File: config.mk
export PLATFORM = sky130hd
export DESIGN_NAME = frame_background_noise_estimate_unit
export DESIGN_NICKNAME = d
export VERILOG_FILES = /design/src/fbne_pkg.sv /design/src/frame_background_noise_estimate_unit.sv /design/src/fbne_grid.sv /design/src/fbne_dp.sv /design/src/fbne_ctrl.sv
export SDC_FILE = /design/constraint.sdc
export NUM_CORES = 2
export LEC_CHECK = 0
export ABC_AREA = 1
export BUFFER_PORTS_ARGS = -buffer_cell sky130_fd_sc_hd__buf_4
export CAP_MARGIN = 20
export CELL_PAD_IN_SITES_DETAIL_PLACEMENT = 0
export CELL_PAD_IN_SITES_GLOBAL_PLACEMENT = 1
export CORE_MARGIN = 5
export CORE_UTILIZATION = 40
export CTS_CLUSTER_DIAMETER = 40
export CTS_CLUSTER_SIZE = 28
export DETAILED_ROUTE_END_ITERATION = 10
export GPL_TIMING_DRIVEN = 0
export PLACE_DENSITY = 0.74
export SYNTH_ARGS = -nofsm -noshare
export SYNTH_HDL_FRONTEND = slang
export SYNTH_SLANG_ARGS = --single-unit
File: constraint.sdc
create_clock -name clk -period 11.95 [get_ports clk]
set_clock_uncertainty 0.05 [all_clocks]
set_input_delay 1.7925 -clock clk [delete_from_list [all_inputs] [get_ports clk]]
set_output_delay 1.7925 -clock clk [all_outputs]
set_load 0.02 [all_outputs]
File: src/fbne_pkg.sv
// Shared constants, register indexes and controller types of the frame background noise estimator.
`default_nettype none

package fbne_pkg;

  localparam int DEF_MAX_DIM    = 4096;
  localparam int DEF_PIXEL_BITS = 16;

  // Fraction bits of the noise figure.
  localparam int FRAC_BITS = 8;

  localparam int CFG_DIM_W  = 13;
  localparam int CFG_STEP_W = 8;
  localparam int CFG_DATA_W = 13;
  localparam int CFG_ADDR_W = 2;

  localparam logic [CFG_ADDR_W-1:0] REG_FRAME_WIDTH  = 2'd0;
  localparam logic [CFG_ADDR_W-1:0] REG_FRAME_HEIGHT = 2'd1;
  localparam logic [CFG_ADDR_W-1:0] REG_SAMPLE_STEP  = 2'd2;

  localparam logic [CFG_DIM_W-1:0]  RST_FRAME_WIDTH  = 13'd1232;
  localparam logic [CFG_DIM_W-1:0]  RST_FRAME_HEIGHT = 13'd816;
  localparam logic [CFG_STEP_W-1:0] RST_SAMPLE_STEP  = 8'd20;

  localparam int LEVEL_W     = 16;
  localparam int NOISE_W     = 24;
  localparam int COUNT_W     = 25;
  localparam int IN_TDATA_W  = 16;
  localparam int OUT_TDATA_W = 72;

  typedef enum logic [1:0] {
    ST_IDLE,
    ST_DIVIDE,
    ST_ROOT,
    ST_OUTPUT
  } ctrl_state_t;

  typedef struct packed {
    logic load;
    logic div_step;
    logic root_init;
    logic root_step;
    logic out_load;
  } unit_cmd_t;

  typedef struct packed {
    logic frame_done;
    logic grid_empty;
    logic out_busy;
  } unit_status_t;

endpackage

`default_nettype wire

File: src/frame_background_noise_estimate_unit.sv
// Top level of the frame background and noise estimator.
//
// Takes one pixel per clock in raster order and samples the interior grid of
// rows and columns 1, 1+step, 1+2*step and so on. For each frame it reports
// one item: the minimum sample as background, the sample count and the noise
// sqrt(sum / (2 * count)) with 8 fraction bits, where sum adds the squared
// difference of each sample to its right-hand neighbour. The pixel stream
// runs at one item per cycle. The frame-end arithmetic runs in the background
// on one bit-serial divider followed by a two-bits-a-cycle square root. Only
// the last pixel of the next frame waits, and only if that computation or an
// untaken result is still outstanding. A write to the sample step holds the
// input off while the grid phases of the current position are recomputed.
`default_nettype none

module frame_background_noise_estimate_unit
  import fbne_pkg::*;
#(
  parameter int MAX_DIM    = DEF_MAX_DIM,
  parameter int PIXEL_BITS = DEF_PIXEL_BITS
) (
  input  wire logic                   clk,
  input  wire logic                   rst_n,
  input  wire logic                   cfg_we,
  input  wire logic [CFG_ADDR_W-1:0]  cfg_addr,
  input  wire logic [CFG_DATA_W-1:0]  cfg_data,
  input  wire logic                   in_tvalid,
  output logic                        in_tready,
  input  wire logic [IN_TDATA_W-1:0]  in_tdata,   // [15:0] pixel_value
  input  wire logic                   in_tuser,   // [0] frame_start
  output logic                        out_tvalid,
  input  wire logic                   out_tready,
  output logic [OUT_TDATA_W-1:0]      out_tdata,  // [15:0] background_level,
                                                  // [39:16] noise_level,
                                                  // [64:40] sample_count, rest zero
  output logic                        out_tuser   // [0] no_samples
);

  localparam int DIM_W = $clog2(MAX_DIM);
  localparam int CNT_W = 2 * DIM_W + 1;
  localparam int SUM_W = 2 * PIXEL_BITS + 2 * DIM_W;

  unit_cmd_t             cmd;
  unit_status_t          status;
  logic                  unit_idle;
  logic                  frame_done, grid_empty, out_busy;
  logic [SUM_W-1:0]      frame_sum;
  logic [CNT_W-1:0]      frame_count;
  logic [PIXEL_BITS-1:0] frame_min;

  fbne_grid #(
    .MAX_DIM    (MAX_DIM),
    .PIXEL_BITS (PIXEL_BITS)
  ) u_grid (
    .clk            (clk),
    .rst_n          (rst_n),
    .cfg_we         (cfg_we),
    .cfg_addr       (cfg_addr),
    .cfg_data       (cfg_data),
    .in_tvalid      (in_tvalid),
    .in_tready      (in_tready),
    .in_tdata       (in_tdata),
    .in_frame_start (in_tuser),
    .unit_idle      (unit_idle),
    .frame_done     (frame_done),
    .frame_sum      (frame_sum),
    .frame_count    (frame_count),
    .frame_min      (frame_min)
  );

  assign status.frame_done = frame_done;
  assign status.grid_empty = grid_empty;
  assign status.out_busy   = out_busy;

  fbne_ctrl #(
    .MAX_DIM    (MAX_DIM),
    .PIXEL_BITS (PIXEL_BITS)
  ) u_ctrl (
    .clk       (clk),
    .rst_n     (rst_n),
    .status    (status),
    .cmd       (cmd),
    .unit_idle (unit_idle)
  );

  fbne_dp #(
    .MAX_DIM    (MAX_DIM),
    .PIXEL_BITS (PIXEL_BITS)
  ) u_dp (
    .clk         (clk),
    .rst_n       (rst_n),
    .cmd         (cmd),
    .frame_sum   (frame_sum),
    .frame_count (frame_count),
    .frame_min   (frame_min),
    .grid_empty  (grid_empty),
    .out_busy    (out_busy),
    .out_tvalid  (out_tvalid),
    .out_tready  (out_tready),
    .out_tdata   (out_tdata),
    .out_tuser   (out_tuser)
  );

endmodule

`default_nettype wire

File: src/fbne_grid.sv
// Pixel side: configuration registers, raster position, grid sampling and frame accumulators.
`default_nettype none

module fbne_grid
  import fbne_pkg::*;
#(
  parameter int MAX_DIM    = DEF_MAX_DIM,
  parameter int PIXEL_BITS = DEF_PIXEL_BITS
) (
  input  wire logic                  clk,
  input  wire logic                  rst_n,
  input  wire logic                  cfg_we,
  input  wire logic [CFG_ADDR_W-1:0] cfg_addr,
  input  wire logic [CFG_DATA_W-1:0] cfg_data,
  input  wire logic                  in_tvalid,
  output logic                       in_tready,
  input  wire logic [IN_TDATA_W-1:0] in_tdata,
  input  wire logic                  in_frame_start,
  input  wire logic                  unit_idle,
  output logic                       frame_done,
  output logic [2*PIXEL_BITS+2*$clog2(MAX_DIM)-1:0] frame_sum,
  output logic [2*$clog2(MAX_DIM):0]                frame_count,
  output logic [PIXEL_BITS-1:0]                     frame_min
);

  localparam int DIM_W = $clog2(MAX_DIM);
  localparam int CNT_W = 2 * DIM_W + 1;
  localparam int SUM_W = 2 * PIXEL_BITS + 2 * DIM_W;
  localparam int SQ_W  = 2 * PIXEL_BITS;
  localparam int CW    = (DIM_W + 1 > CFG_DIM_W) ? DIM_W + 1 : CFG_DIM_W;
  localparam int PH_W  = CFG_STEP_W;
  localparam int REM_W = CFG_STEP_W + 1;
  localparam int RC_W  = $clog2(DIM_W + 1);

  logic [CFG_DIM_W-1:0]  fw_r, fw_nxt, fh_r, fh_nxt;
  logic [CFG_STEP_W-1:0] step_r, step_nxt;

  logic [DIM_W-1:0]      col_r, col_nxt, row_r, row_nxt;
  logic [PH_W-1:0]       col_ph_r, col_ph_nxt, row_ph_r, row_ph_nxt;
  logic [PIXEL_BITS-1:0] min_r, min_nxt, held_r, held_nxt;
  logic [CNT_W-1:0]      cnt_r, cnt_nxt;
  logic                  pend_r, pend_nxt;
  logic [CNT_W-1:0]      snap_cnt_r, snap_cnt_nxt;
  logic [PIXEL_BITS-1:0] snap_min_r, snap_min_nxt;

  logic [PIXEL_BITS-1:0] d_r, d_nxt;
  logic                  d_vld_r, d_vld_nxt, clr1_r, clr1_nxt, end1_r, end1_nxt;
  logic [SQ_W-1:0]       sq_r, sq_nxt;
  logic                  sq_vld_r, sq_vld_nxt, clr2_r, clr2_nxt, end2_r, end2_nxt;
  logic [SUM_W-1:0]      sum_r, sum_nxt;

  logic                  rc_busy_r, rc_busy_nxt;
  logic [RC_W-1:0]       rc_cnt_r, rc_cnt_nxt;
  logic [DIM_W-1:0]      rc_col_num_r, rc_col_num_nxt, rc_row_num_r, rc_row_num_nxt;
  logic [PH_W-1:0]       rc_col_rem_r, rc_col_rem_nxt, rc_row_rem_r, rc_row_rem_nxt;

  logic [CW-1:0]         width_eff, height_eff, fw_ext, fh_ext;
  logic [PH_W-1:0]       step_eff;
  logic                  accept, fs, last_pos;
  logic [DIM_W-1:0]      col_e, row_e;
  logic                  pend_e;
  logic [PIXEL_BITS-1:0] min_e, pix, diff;
  logic [CNT_W-1:0]      cnt_e;
  logic                  on_col, on_row, row_end, frame_end;
  logic [PH_W-1:0]       col_ph_inc, row_ph_inc;
  logic [SUM_W-1:0]      sum_total;
  logic [REM_W-1:0]      rc_col_sh, rc_row_sh, rc_col_new, rc_row_new;

  // Dimensions are saturated to the supported range, a step of zero acts as one.
  always_comb begin
    fw_ext     = CW'(fw_r);
    fh_ext     = CW'(fh_r);
    width_eff  = (fw_ext < CW'(3)) ? CW'(3) : ((fw_ext > CW'(MAX_DIM)) ? CW'(MAX_DIM) : fw_ext);
    height_eff = (fh_ext < CW'(3)) ? CW'(3) : ((fh_ext > CW'(MAX_DIM)) ? CW'(MAX_DIM) : fh_ext);
    step_eff   = (step_r == '0) ? PH_W'(1) : step_r;
  end

  // The last pixel of a frame waits until the divide and root unit is free.
  assign last_pos  = (CW'(col_r) + CW'(1) >= width_eff) && (CW'(row_r) + CW'(1) >= height_eff);
  assign in_tready = !rc_busy_r && (unit_idle || !last_pos);
  assign accept    = in_tvalid && in_tready;

  always_comb begin
    fs     = in_frame_start;
    pix    = in_tdata[PIXEL_BITS-1:0];
    col_e  = fs ? '0 : col_r;
    row_e  = fs ? '0 : row_r;
    pend_e = pend_r && !fs;
    min_e  = fs ? '1 : min_r;
    cnt_e  = fs ? '0 : cnt_r;
    diff   = (pix >= held_r) ? pix - held_r : held_r - pix;

    on_col    = (col_e != '0) && (CW'(col_e) + CW'(1) < width_eff) && (col_ph_r == '0);
    on_row    = (row_e != '0) && (CW'(row_e) + CW'(1) < height_eff) && (row_ph_r == '0);
    row_end   = CW'(col_e) + CW'(1) >= width_eff;
    frame_end = row_end && (CW'(row_e) + CW'(1) >= height_eff);

    if (col_e == '0) begin
      col_ph_inc = '0;
    end else if (REM_W'(col_ph_r) + REM_W'(1) == REM_W'(step_eff)) begin
      col_ph_inc = '0;
    end else begin
      col_ph_inc = col_ph_r + PH_W'(1);
    end
    if (row_e == '0) begin
      row_ph_inc = '0;
    end else if (REM_W'(row_ph_r) + REM_W'(1) == REM_W'(step_eff)) begin
      row_ph_inc = '0;
    end else begin
      row_ph_inc = row_ph_r + PH_W'(1);
    end

    rc_col_sh  = {rc_col_rem_r, rc_col_num_r[DIM_W-1]};
    rc_row_sh  = {rc_row_rem_r, rc_row_num_r[DIM_W-1]};
    rc_col_new = (rc_col_sh >= REM_W'(step_eff)) ? rc_col_sh - REM_W'(step_eff) : rc_col_sh;
    rc_row_new = (rc_row_sh >= REM_W'(step_eff)) ? rc_row_sh - REM_W'(step_eff) : rc_row_sh;
  end

  always_comb begin
    fw_nxt       = fw_r;
    fh_nxt       = fh_r;
    step_nxt     = step_r;
    col_nxt      = col_r;
    row_nxt      = row_r;
    col_ph_nxt   = col_ph_r;
    row_ph_nxt   = row_ph_r;
    min_nxt      = min_r;
    held_nxt     = held_r;
    cnt_nxt      = cnt_r;
    pend_nxt     = pend_r;
    snap_cnt_nxt = snap_cnt_r;
    snap_min_nxt = snap_min_r;

    if (cfg_we) begin
      unique case (cfg_addr)
        REG_FRAME_WIDTH:  fw_nxt = cfg_data;
        REG_FRAME_HEIGHT: fh_nxt = cfg_data;
        REG_SAMPLE_STEP:  step_nxt = cfg_data[CFG_STEP_W-1:0];
        default: ;
      endcase
    end

    if (accept) begin
      min_nxt  = min_e;
      cnt_nxt  = cnt_e;
      pend_nxt = 1'b0;
      if (on_col && on_row) begin
        if (pix < min_e) begin
          min_nxt = pix;
        end
        cnt_nxt  = cnt_e + CNT_W'(1);
        held_nxt = pix;
        pend_nxt = 1'b1;
      end
      if (row_end) begin
        pend_nxt = 1'b0;
        col_nxt  = '0;
        if (frame_end) begin
          snap_cnt_nxt = cnt_nxt;
          snap_min_nxt = min_nxt;
          min_nxt      = '1;
          cnt_nxt      = '0;
          held_nxt     = '0;
          row_nxt      = '0;
        end else begin
          row_nxt    = row_e + DIM_W'(1);
          row_ph_nxt = row_ph_inc;
        end
      end else begin
        col_nxt    = col_e + DIM_W'(1);
        row_nxt    = row_e;
        col_ph_nxt = col_ph_inc;
      end
    end

    // A new step invalidates the grid phases: they are rebuilt by a bit-serial
    // remainder of the current positions while the input is held off.
    rc_busy_nxt    = rc_busy_r;
    rc_cnt_nxt     = rc_cnt_r;
    rc_col_num_nxt = rc_col_num_r;
    rc_row_num_nxt = rc_row_num_r;
    rc_col_rem_nxt = rc_col_rem_r;
    rc_row_rem_nxt = rc_row_rem_r;
    if (cfg_we && cfg_addr == REG_SAMPLE_STEP) begin
      rc_busy_nxt    = 1'b1;
      rc_cnt_nxt     = '0;
      rc_col_num_nxt = (col_nxt == '0) ? '0 : col_nxt - DIM_W'(1);
      rc_row_num_nxt = (row_nxt == '0) ? '0 : row_nxt - DIM_W'(1);
      rc_col_rem_nxt = '0;
      rc_row_rem_nxt = '0;
    end else if (rc_busy_r) begin
      rc_col_num_nxt = rc_col_num_r << 1;
      rc_row_num_nxt = rc_row_num_r << 1;
      rc_col_rem_nxt = PH_W'(rc_col_new);
      rc_row_rem_nxt = PH_W'(rc_row_new);
      rc_cnt_nxt     = rc_cnt_r + RC_W'(1);
      if (rc_cnt_r == RC_W'(DIM_W - 1)) begin
        rc_busy_nxt = 1'b0;
        col_ph_nxt  = PH_W'(rc_col_new);
        row_ph_nxt  = PH_W'(rc_row_new);
      end
    end
  end

  // Square-and-sum pipeline: difference, square, then accumulate.
  always_comb begin
    d_nxt      = diff;
    d_vld_nxt  = accept && pend_e;
    clr1_nxt   = accept && fs;
    end1_nxt   = accept && frame_end;
    sq_nxt     = SQ_W'(d_r) * SQ_W'(d_r);
    sq_vld_nxt = d_vld_r;
    clr2_nxt   = clr1_r;
    end2_nxt   = end1_r;
    sum_total  = (clr2_r ? '0 : sum_r) + (sq_vld_r ? SUM_W'(sq_r) : '0);
    sum_nxt    = end2_r ? '0 : sum_total;
  end

  assign frame_done  = end2_r;
  assign frame_sum   = sum_total;
  assign frame_count = snap_cnt_r;
  assign frame_min   = snap_min_r;

  always_ff @(posedge clk) begin
    if (!rst_n) begin
      fw_r         <= RST_FRAME_WIDTH;
      fh_r         <= RST_FRAME_HEIGHT;
      step_r       <= RST_SAMPLE_STEP;
      col_r        <= '0;
      row_r        <= '0;
      col_ph_r     <= '0;
      row_ph_r     <= '0;
      min_r        <= '1;
      held_r       <= '0;
      cnt_r        <= '0;
      pend_r       <= 1'b0;
      d_vld_r      <= 1'b0;
      clr1_r       <= 1'b0;
      end1_r       <= 1'b0;
      sq_vld_r     <= 1'b0;
      clr2_r       <= 1'b0;
      end2_r       <= 1'b0;
      sum_r        <= '0;
      rc_busy_r    <= 1'b0;
      rc_cnt_r     <= '0;
    end else begin
      fw_r         <= fw_nxt;
      fh_r         <= fh_nxt;
      step_r       <= step_nxt;
      col_r        <= col_nxt;
      row_r        <= row_nxt;
      col_ph_r     <= col_ph_nxt;
      row_ph_r     <= row_ph_nxt;
      min_r        <= min_nxt;
      held_r       <= held_nxt;
      cnt_r        <= cnt_nxt;
      pend_r       <= pend_nxt;
      d_vld_r      <= d_vld_nxt;
      clr1_r       <= clr1_nxt;
      end1_r       <= end1_nxt;
      sq_vld_r     <= sq_vld_nxt;
      clr2_r       <= clr2_nxt;
      end2_r       <= end2_nxt;
      sum_r        <= sum_nxt;
      rc_busy_r    <= rc_busy_nxt;
      rc_cnt_r     <= rc_cnt_nxt;
    end
  end

  always_ff @(posedge clk) begin
    snap_cnt_r   <= snap_cnt_nxt;
    snap_min_r   <= snap_min_nxt;
    d_r          <= d_nxt;
    sq_r         <= sq_nxt;
    rc_col_num_r <= rc_col_num_nxt;
    rc_row_num_r <= rc_row_num_nxt;
    rc_col_rem_r <= rc_col_rem_nxt;
    rc_row_rem_r <= rc_row_rem_nxt;
  end

endmodule

`default_nettype wire

File: src/fbne_dp.sv
// Frame-end datapath: shared divide and square-root unit and the result register.
`default_nettype none

module fbne_dp
  import fbne_pkg::*;
#(
  parameter int MAX_DIM    = DEF_MAX_DIM,
  parameter int PIXEL_BITS = DEF_PIXEL_BITS
) (
  input  wire logic                   clk,
  input  wire logic                   rst_n,
  input  wire unit_cmd_t              cmd,
  input  wire logic [2*PIXEL_BITS+2*$clog2(MAX_DIM)-1:0] frame_sum,
  input  wire logic [2*$clog2(MAX_DIM):0]                frame_count,
  input  wire logic [PIXEL_BITS-1:0]                     frame_min,
  output logic                        grid_empty,
  output logic                        out_busy,
  output logic                        out_tvalid,
  input  wire logic                   out_tready,
  output logic [OUT_TDATA_W-1:0]      out_tdata,
  output logic                        out_tuser
);

  localparam int DIM_W    = $clog2(MAX_DIM);
  localparam int CNT_W    = 2 * DIM_W + 1;
  localparam int SUM_W    = 2 * PIXEL_BITS + 2 * DIM_W;
  localparam int DEN_W    = CNT_W + 1;
  localparam int NUM_W    = SUM_W + 2 * FRAC_BITS;
  localparam int SCALED_W = 2 * PIXEL_BITS + 2 * FRAC_BITS;
  localparam int ROOT_W   = SCALED_W / 2;

  logic [DEN_W-1:0]      den_r, drem_r;
  logic [NUM_W-1:0]      num_r;
  logic [SCALED_W-1:0]   quo_r;
  logic [ROOT_W:0]       srem_r;
  logic [ROOT_W-1:0]     root_r;
  logic [PIXEL_BITS-1:0] min_hold_r;
  logic [CNT_W-1:0]      cnt_hold_r;
  logic                  empty_r;

  logic [LEVEL_W-1:0]    out_bg_r;
  logic [NOISE_W-1:0]    out_noise_r;
  logic [COUNT_W-1:0]    out_cnt_r;
  logic                  out_empty_r, out_valid_r;

  logic [DEN_W:0]        div_sh;
  logic                  div_ge;
  logic [ROOT_W+2:0]     root_sh, root_trial;
  logic                  root_ge;

  assign grid_empty = (frame_count == '0);
  assign out_busy   = out_valid_r && !out_tready;

  // One quotient bit per divide step, one root bit per root step.
  always_comb begin
    div_sh     = {drem_r, num_r[NUM_W-1]};
    div_ge     = div_sh >= {1'b0, den_r};
    root_sh    = {srem_r, quo_r[SCALED_W-1 -: 2]};
    root_trial = (ROOT_W + 3)'({root_r, 2'b01});
    root_ge    = root_sh >= root_trial;
  end

  always_ff @(posedge clk) begin
    if (cmd.load) begin
      den_r      <= {frame_count, 1'b0};
      num_r      <= {frame_sum, (2 * FRAC_BITS)'(0)};
      drem_r     <= '0;
      quo_r      <= '0;
      min_hold_r <= frame_min;
      cnt_hold_r <= frame_count;
      empty_r    <= grid_empty;
    end
    if (cmd.div_step) begin
      drem_r <= div_ge ? DEN_W'(div_sh - {1'b0, den_r}) : DEN_W'(div_sh);
      quo_r  <= {quo_r[SCALED_W-2:0], div_ge};
      num_r  <= num_r << 1;
    end
    if (cmd.root_init) begin
      srem_r <= '0;
      root_r <= '0;
    end
    if (cmd.root_step) begin
      srem_r <= root_ge ? (ROOT_W + 1)'(root_sh - root_trial) : (ROOT_W + 1)'(root_sh);
      root_r <= {root_r[ROOT_W-2:0], root_ge};
      quo_r  <= quo_r << 2;
    end
    if (cmd.out_load) begin
      out_bg_r    <= empty_r ? '0 : LEVEL_W'(min_hold_r);
      out_noise_r <= empty_r ? '0 : NOISE_W'(root_r);
      out_cnt_r   <= COUNT_W'(cnt_hold_r);
      out_empty_r <= empty_r;
    end
  end

  always_ff @(posedge clk) begin
    if (!rst_n) begin
      out_valid_r <= 1'b0;
    end else if (cmd.out_load) begin
      out_valid_r <= 1'b1;
    end else if (out_tready) begin
      out_valid_r <= 1'b0;
    end
  end

  assign out_tvalid = out_valid_r;
  assign out_tdata  = OUT_TDATA_W'({out_cnt_r, out_noise_r, out_bg_r});
  assign out_tuser  = out_empty_r;

endmodule

`default_nettype wire

File: src/fbne_ctrl.sv
// Controller that sequences the frame-end divide, square root and result hand-over.
`default_nettype none

module fbne_ctrl
  import fbne_pkg::*;
#(
  parameter int MAX_DIM    = DEF_MAX_DIM,
  parameter int PIXEL_BITS = DEF_PIXEL_BITS
) (
  input  wire logic         clk,
  input  wire logic         rst_n,
  input  wire unit_status_t status,
  output unit_cmd_t         cmd,
  output logic              unit_idle
);

  localparam int DIM_W    = $clog2(MAX_DIM);
  localparam int SUM_W    = 2 * PIXEL_BITS + 2 * DIM_W;
  localparam int NUM_W    = SUM_W + 2 * FRAC_BITS;
  localparam int SCALED_W = 2 * PIXEL_BITS + 2 * FRAC_BITS;
  localparam int ROOT_W   = SCALED_W / 2;
  localparam int ITER_W   = $clog2(NUM_W);

  ctrl_state_t       state_r, state_nxt;
  logic [ITER_W-1:0] iter_r, iter_nxt;

  always_ff @(posedge clk) begin
    if (!rst_n) begin
      state_r <= ST_IDLE;
      iter_r  <= '0;
    end else begin
      state_r <= state_nxt;
      iter_r  <= iter_nxt;
    end
  end

  always_comb begin
    state_nxt = state_r;
    iter_nxt  = iter_r;
    cmd       = '0;
    unique case (state_r)
      ST_IDLE: begin
        if (status.frame_done) begin
          cmd.load  = 1'b1;
          iter_nxt  = '0;
          // An empty grid has nothing to divide by.
          state_nxt = status.grid_empty ? ST_OUTPUT : ST_DIVIDE;
        end
      end
      ST_DIVIDE: begin
        cmd.div_step = 1'b1;
        if (iter_r == ITER_W'(NUM_W - 1)) begin
          cmd.root_init = 1'b1;
          iter_nxt      = '0;
          state_nxt     = ST_ROOT;
        end else begin
          iter_nxt = iter_r + ITER_W'(1);
        end
      end
      ST_ROOT: begin
        cmd.root_step = 1'b1;
        if (iter_r == ITER_W'(ROOT_W - 1)) begin
          iter_nxt  = '0;
          state_nxt = ST_OUTPUT;
        end else begin
          iter_nxt = iter_r + ITER_W'(1);
        end
      end
      ST_OUTPUT: begin
        if (!status.out_busy) begin
          cmd.out_load = 1'b1;
          state_nxt    = ST_IDLE;
        end
      end
    endcase
  end

  assign unit_idle = (state_r == ST_IDLE);

endmodule

`default_nettype wire

### Word-level counts from Yosys, hierarchy flattened

Cells that the tools add are included.

* add/subtract/negate cells: 22
* multiply operators: 1
* $lt $le $gt $ge: 16
* eq/ne operators: 14
* mux-type cells: 87
* bitwise operators: 1
* reduce and logical (&&, ||, !) cells: 46

Operator list (count)
* two-way mux 25 bit: 7
* two-way mux 12 bit: 13
* two-way mux 16 bit: 9
* two-way mux 48 bit: 3
* two-way mux 72 bit: 2
* two-way mux 8 bit: 18
* two-way mux 26 bit: 3
* adder 56 bit: 1
* two-way mux 56 bit: 1
* >= comparator 27 x 26 -> 1 bit: 2
* adder 12 x 1 -> 13 bit, second input constant: 4
* >= comparator 13 bit: 4
* two-way mux 13 bit: 4
* zero test 12 bit: 4
* two-way mux 24 bit: 2
* multiplier 16 x 16 -> 32 bit: 1
* two-way mux 32 bit: 1
* subtractor 16 bit: 2
* greater-than comparator 13 bit, second input constant: 2
* < comparator 13 bit: 2
* < comparator 13 x 2 -> 1 bit, second input constant: 2
* subtractor 26 bit: 1
* adder 25 x 1 -> 25 bit, second input constant: 1
* zero test 25 bit: 1
* other kinds (37): 97

* register bits after elaboration: 625
* bits of input ports: 37

### Longest topological paths before layout

* depth in word-level cells: 13
* mapped depth: 39
* gate-level depth less buffers: 32

### By module

A second synthesis with hierarchy kept.

* cells, all modules: 5548
* area total of the unflattened synthesis: 43953.4 um2

Modules (own cells, without submodules)
* fbne_grid: times used 1, cells an instance 3855, area an instance 28130.7 um2, sequential area each 7196.9 um2
* fbne_dp: times used 1, cells an instance 1594, area an instance 15163.3 um2, sequential area each 8618.3 um2
* fbne_ctrl: times used 1, cells an instance 99, area an instance 659.4 um2, sequential area each 180.2 um2

### Worst setup path before layout

OpenSTA, ideal clock, no wires.

* kind: input to register
* start point: input in_tuser
* end point: register u_grid.held_r[11]
* arrival: 7.692 ns
* slack: 4.080 ns
* cell stages on the path: 32
* path buffers: 9
* cell sequence: clkbuf_2 buf_2 buf_4 clkbuf_1 clkbuf_1 clkbuf_1 nor2_1 ha_1 inv_1 nor2_1 inv_1 nor3_1 inv_1 nor2_1 nand3_1 xor2_1 inv_1 ha_1 nand2_1 nor2_1 o211ai_1 nand2_1 inv_1 nand2_1 buf_2 buf_2 nand2_1 nor2_1 nor2_2 buf_2 o21ai_0 a21oi_1

* word-level cells in the longest chain between the ends: 9

Ends and longest elaborated chain
* start: declaration: line frame_background_noise_estimate_unit.sv:29 `input wire logic in_tuser,`
* two-way mux 12 bit (on tied branches): line fbne_grid.sv:86, fbne_grid.sv:87
* adder 12 x 1 -> 13 bit (on tied branches)
* < comparator 13 bit (on tied branches): line fbne_grid.sv:93, fbne_grid.sv:94
* logical AND 1 bit (on tied branches) (2 in a row): line fbne_grid.sv:93, fbne_grid.sv:94
* logical AND 1 bit: line fbne_grid.sv:147 `if (on_col && on_row) begin`
* two-way mux 16 bit: line fbne_grid.sv:147
* two-way mux 16 bit: line fbne_grid.sv:158 `if (frame_end) begin`
* two-way mux 16 bit (*): line fbne_grid.sv:155 `if (row_end) begin`
* end signal: assignment: line fbne_grid.sv:255 `held_r <= held_nxt;`
* end: declaration: line fbne_grid.sv:40 `logic [PIXEL_BITS-1:0] min_r, min_nxt, held_r, held_nxt;`

Mark *: on every way between the ends. The rest lies on a longest branch, timed or not.
A chain may end at the register's enable or synchronous reset.

### Worst setup path in the final report

* start point: input in_tuser
* end point: register u_grid.rc_row_num_r[11] (data pin)

* word-level cells in the longest chain between the ends: 10

Ends and longest elaborated chain
* two-way mux 12 bit (on tied branches): line fbne_grid.sv:86, fbne_grid.sv:87
* adder 12 x 1 -> 13 bit (on tied branches): line fbne_grid.sv:95, fbne_grid.sv:96
* >= comparator 13 bit (on tied branches): line fbne_grid.sv:95, fbne_grid.sv:96
* logical AND 1 bit: line fbne_grid.sv:96 `frame_end = row_end && (CW'(row_e) + CW'(1) >= height_eff);`
* two-way mux 12 bit: line fbne_grid.sv:158
* two-way mux 12 bit (*): line fbne_grid.sv:155
* two-way mux 12 bit (*): line fbne_grid.sv:143 `if (accept) begin`
* subtractor 12 x 1 -> 12 bit or zero test 12 bit (tied branches): line fbne_grid.sv:188 `rc_row_num_nxt = (row_nxt == '0) ? '0 : row_nxt - DIM_W'(1);`
* two-way mux 12 bit (*): line fbne_grid.sv:188
* two-way mux 12 bit (*): line fbne_grid.sv:184 `if (cfg_we && cfg_addr == REG_SAMPLE_STEP) begin`
* named net u_grid.rc_row_num_nxt[11]: line fbne_grid.sv:54 `logic [DIM_W-1:0] rc_col_num_r, rc_col_num_nxt, rc_row_num_r, rc_row_num_nxt;`
* end signal: assignment: line fbne_grid.sv:276 `rc_row_num_r <= rc_row_num_nxt;`
* end: declaration: line fbne_grid.sv:54

Mark *: on every way through the listed nets, which the timed path passes. The rest lies on a longest branch.

==> summary.md <==
| Metric | Value |
|---|---|
| Met3 WL post-DR | around 5300 um |
| Critical path peak fanout | 10 |
| Worst skew pair latency | between 0.7 and 0.8 ns |
| Synth warnings | 0 |
| Final setup vio count | 0 |
| Distinct cells, synth | 78 |
| Syn Area/Cell | a little over 8 um2 |
| Largest net degree at the start of global routing | 64 |
| RSZ-0062 raised after global routing | false |
| Register area share after synthesis | between 30% and 40% |
| Crit end category | flip-flop |
| Post-route DRC | 0 |
| Register Area | about 0.016 mm2 |
| Crit start category | input pin |
| Crit path kind | input pin to flip-flop |
| Max Used Layer | met4 |
| Area grow syn2layout | 15.7% |
| First-pass GRT wire length | ~180000 um |
| #FFs+latches synth | 624 |
| Die width | around 330 um |
| CTS Hold Buffers Added | 0 |
| Via density | approximately 5 |
| Number of flops mapped to enable cells by yosys | 350 |
| Min cycle time layout | ~8.7 ns |
| Routed wire per std cell | around 17 um |
| Layout cells sized above 1 | 7.82% |
| Postcts setup bufs | 0 |
| Slew @ Worst Pin | 0.985 ns |
| Top_reg_cell synth | edfxtp_1 |
| Crit path arrival time | around 9.0 ns |
| CP max-delay cell | clkbuf_1 |
| Most Frequent Cell on Critical Path | inv_1 |
| Vias in the first global route | 33855 |
| Dominant cells by area after synthesis | edfxtp_1 25%, dfxtp_1 13%, ha_1 9.3% |
| Maxcap violations | 0 |
| Die Y | between 300 and 400 um |
| Synth top area share | about 25% |
| Via count | ~34000 |
| CORE AREA | approximately 0.10 mm2 |
| First DRT Iteration DRCs | roughly 2000 |
| Hold Path Class | flip-flop to flip-flop |
| H-tree depth | 3 |
| M1 WL | between 50000 and 60000 um |
| Clock sinks | approximately 620 |
| Setup_tns | 0 ns |
| Worst EP required | 12.32 ns |
| TritonCTS Buffers | 107 |
| Period utilization | between 70% and 80% |
| Global route overflow | 0 |
| ANT nets after route | 0 |
| # fillers | roughly 10000 |
| DRT Pass-1 Iters | 5 |
| Routability Congestion | 0.892 |
| # IOs | approximately 110 |
| Nets@finish | roughly 5900 |
| Cell count after synthesis | 5116 |
| Mapped cell area | 0.0420 mm2 |
| Synth top cells by count | 940 x nand2_1, 936 x inv_1, 486 x nor2_1 |
| Initial antenna violation count | 0 |
| Slew Viols, Final | 0 |
| Most common cell in the netlist | nand2_1 |
| Port Buffers | 101 |
| Final Hold Viols | 0 |
| GRT Util Overall | 20.3% |
| Routed WL | 114000 um |
| Post-detail-place hpwl | 89200 um |
| Clk buf depth | 3 |
| Die area | about 0.11 mm2 |
| Starting density of the core | around two fifths |
| Row count | 119 |
| Yosys top cell by area | edfxtp_1 |
| Slew HR | between 30 and 40% |
| Async SR Flop Fraction | 0% |
| Post-CTS sizing | 0 |
| Fmax | about 0.12 GHz |
| Status | complete, no violations |
| WL met2 | ~52000 um |
| Clock transition at path regs | roughly 0.060 ns |
| Footprint of the multi-input gates | 0.0218 mm2 |
| CP max stage delay | between 0.7 and 0.8 ns |
| Root Driver | clkbuf_16 |
| CTS tree | done |
==> state kept, by name, indices dropped and copies added, names as in the netlist, 24 cells and up <==
register and flops:
u_dp.drem_r 26, u_dp.num_r 56, u_grid.cnt_r 25, u_grid.frame_count 25
u_dp.root_r 24, u_grid.sq_r 31, u_dp.cnt_hold_r 25, u_dp.out_noise_r 24
u_dp.out_cnt_r 25, u_dp.srem_r 25, u_grid.sum_r 56, u_dp.quo_r 48
==> routing by layer <==
metal	vias to the layer above	global-route usage, %
met3	204	2.50
met4	0	6.57
met5	-	0
met2	737	33.6
li1	17061	-
met1	15856	27.8
==> logic make-up (layout without fill, tap and decap cells) <==
| kind of cell | after synthesis | in the layout | synth area share (%) |
|---|---|---|---|
| other | 1 | 8 | 0.00892 |
| AND/OR/NAND/NOR | 1764 | 1764 | 17.5 |
| flip-flops | 624 | 624 | 38.1 |
| buffers and inverters | 1120 | 1431 | 10.3 |
| AO/OA/AOI/OAI | 898 | 898 | 12.0 |
| multiplexers | 8 | 8 | 0.193 |
| adder cells (fa/ha/maj) | 483 | 483 | 17.4 |
| XOR/XNOR | 218 | 218 | 4.54 |
==> per-stage QoR <==
step	cells	instance area (um2)	hold slack, ns	worst slack, ns	util (%)
after floorplan	5122	42100	0.279	4.08	-
after global placement	6614	44600	0.350	0.876	42.5
after detailed placement	6621	44700	0.353	2.68	42.7
after CTS	6824	48600	0.366	3.44	46.4
after global routing	6824	48600	0.381	2.91	46.4
final	6825	48600	0.362	3.29	46.4
==> final cells by class <==
class                   count  area share, %
diodes                      1        0.00515
clock inverters            87           2.25
repair buffers            108           1.86
well taps                1391           3.58
inverters                 947           7.31
flip-flops and latches    624           32.9
clock buffers             116           5.75
plain buffers             173           1.59
multi-input cells        3378           44.8
==> final timing paths <==
| kind | start | to | slack, ns | cells after the start |
|---|---|---|---|---|
| hold / removal | u_grid.d_vld_r | u_grid.sq_vld_r | 0.36 | 2 |
| setup reg to reg | u_grid.d_r[9] | u_grid.sq_r[29] | 4.81 | 25 |
| hold reg to reg | u_grid.d_vld_r | u_grid.sq_vld_r | 0.36 | 2 |
| setup / recovery | in_tuser | u_grid.rc_row_num_r[11] | 3.29 | 37 |
==> placed cells by master (no fill, tap or decap), types with 10 or more instances in the layout <==
cell and count:
xor2_1 162, a221oi_1 10, dfxtp_1 274, nand2_2 14
nand3_1 136, inv_6 15, o21ai_1 34, a211oi_1 10
o22ai_1 63, clkinv_2 13, clkbuf_1 136, fa_1 171
inv_1 934, o21a_1 10, nor4_1 27, edfxtp_1 350
buf_4 114, o21bai_1 10, xnor2_1 56, o21ai_2 15
nand2_1 939, o21ai_0 328, ha_1 312, a21boi_0 13
o211ai_1 13, nor3_1 57, nand4_1 51, a21oi_1 319
clkbuf_16 109, nor2_1 485, buf_2 12, nor2_2 11
a31oi_1 16
==> worst max-delay path: cells and delay by family <==
kind | cells | cell delay [ns]
buffers and inverters | 14 | 3.68
and+or+nand+nor | 16 | 1.89
adders and majority gates | 3 | 0.76
AOI/OAI and AO/OA | 3 | 0.64
xor gates and xnor gates | 1 | 0.24
Power is not shown: default switching activity piles up to over one toggle a cycle in this logic, so the estimate is an artifact.
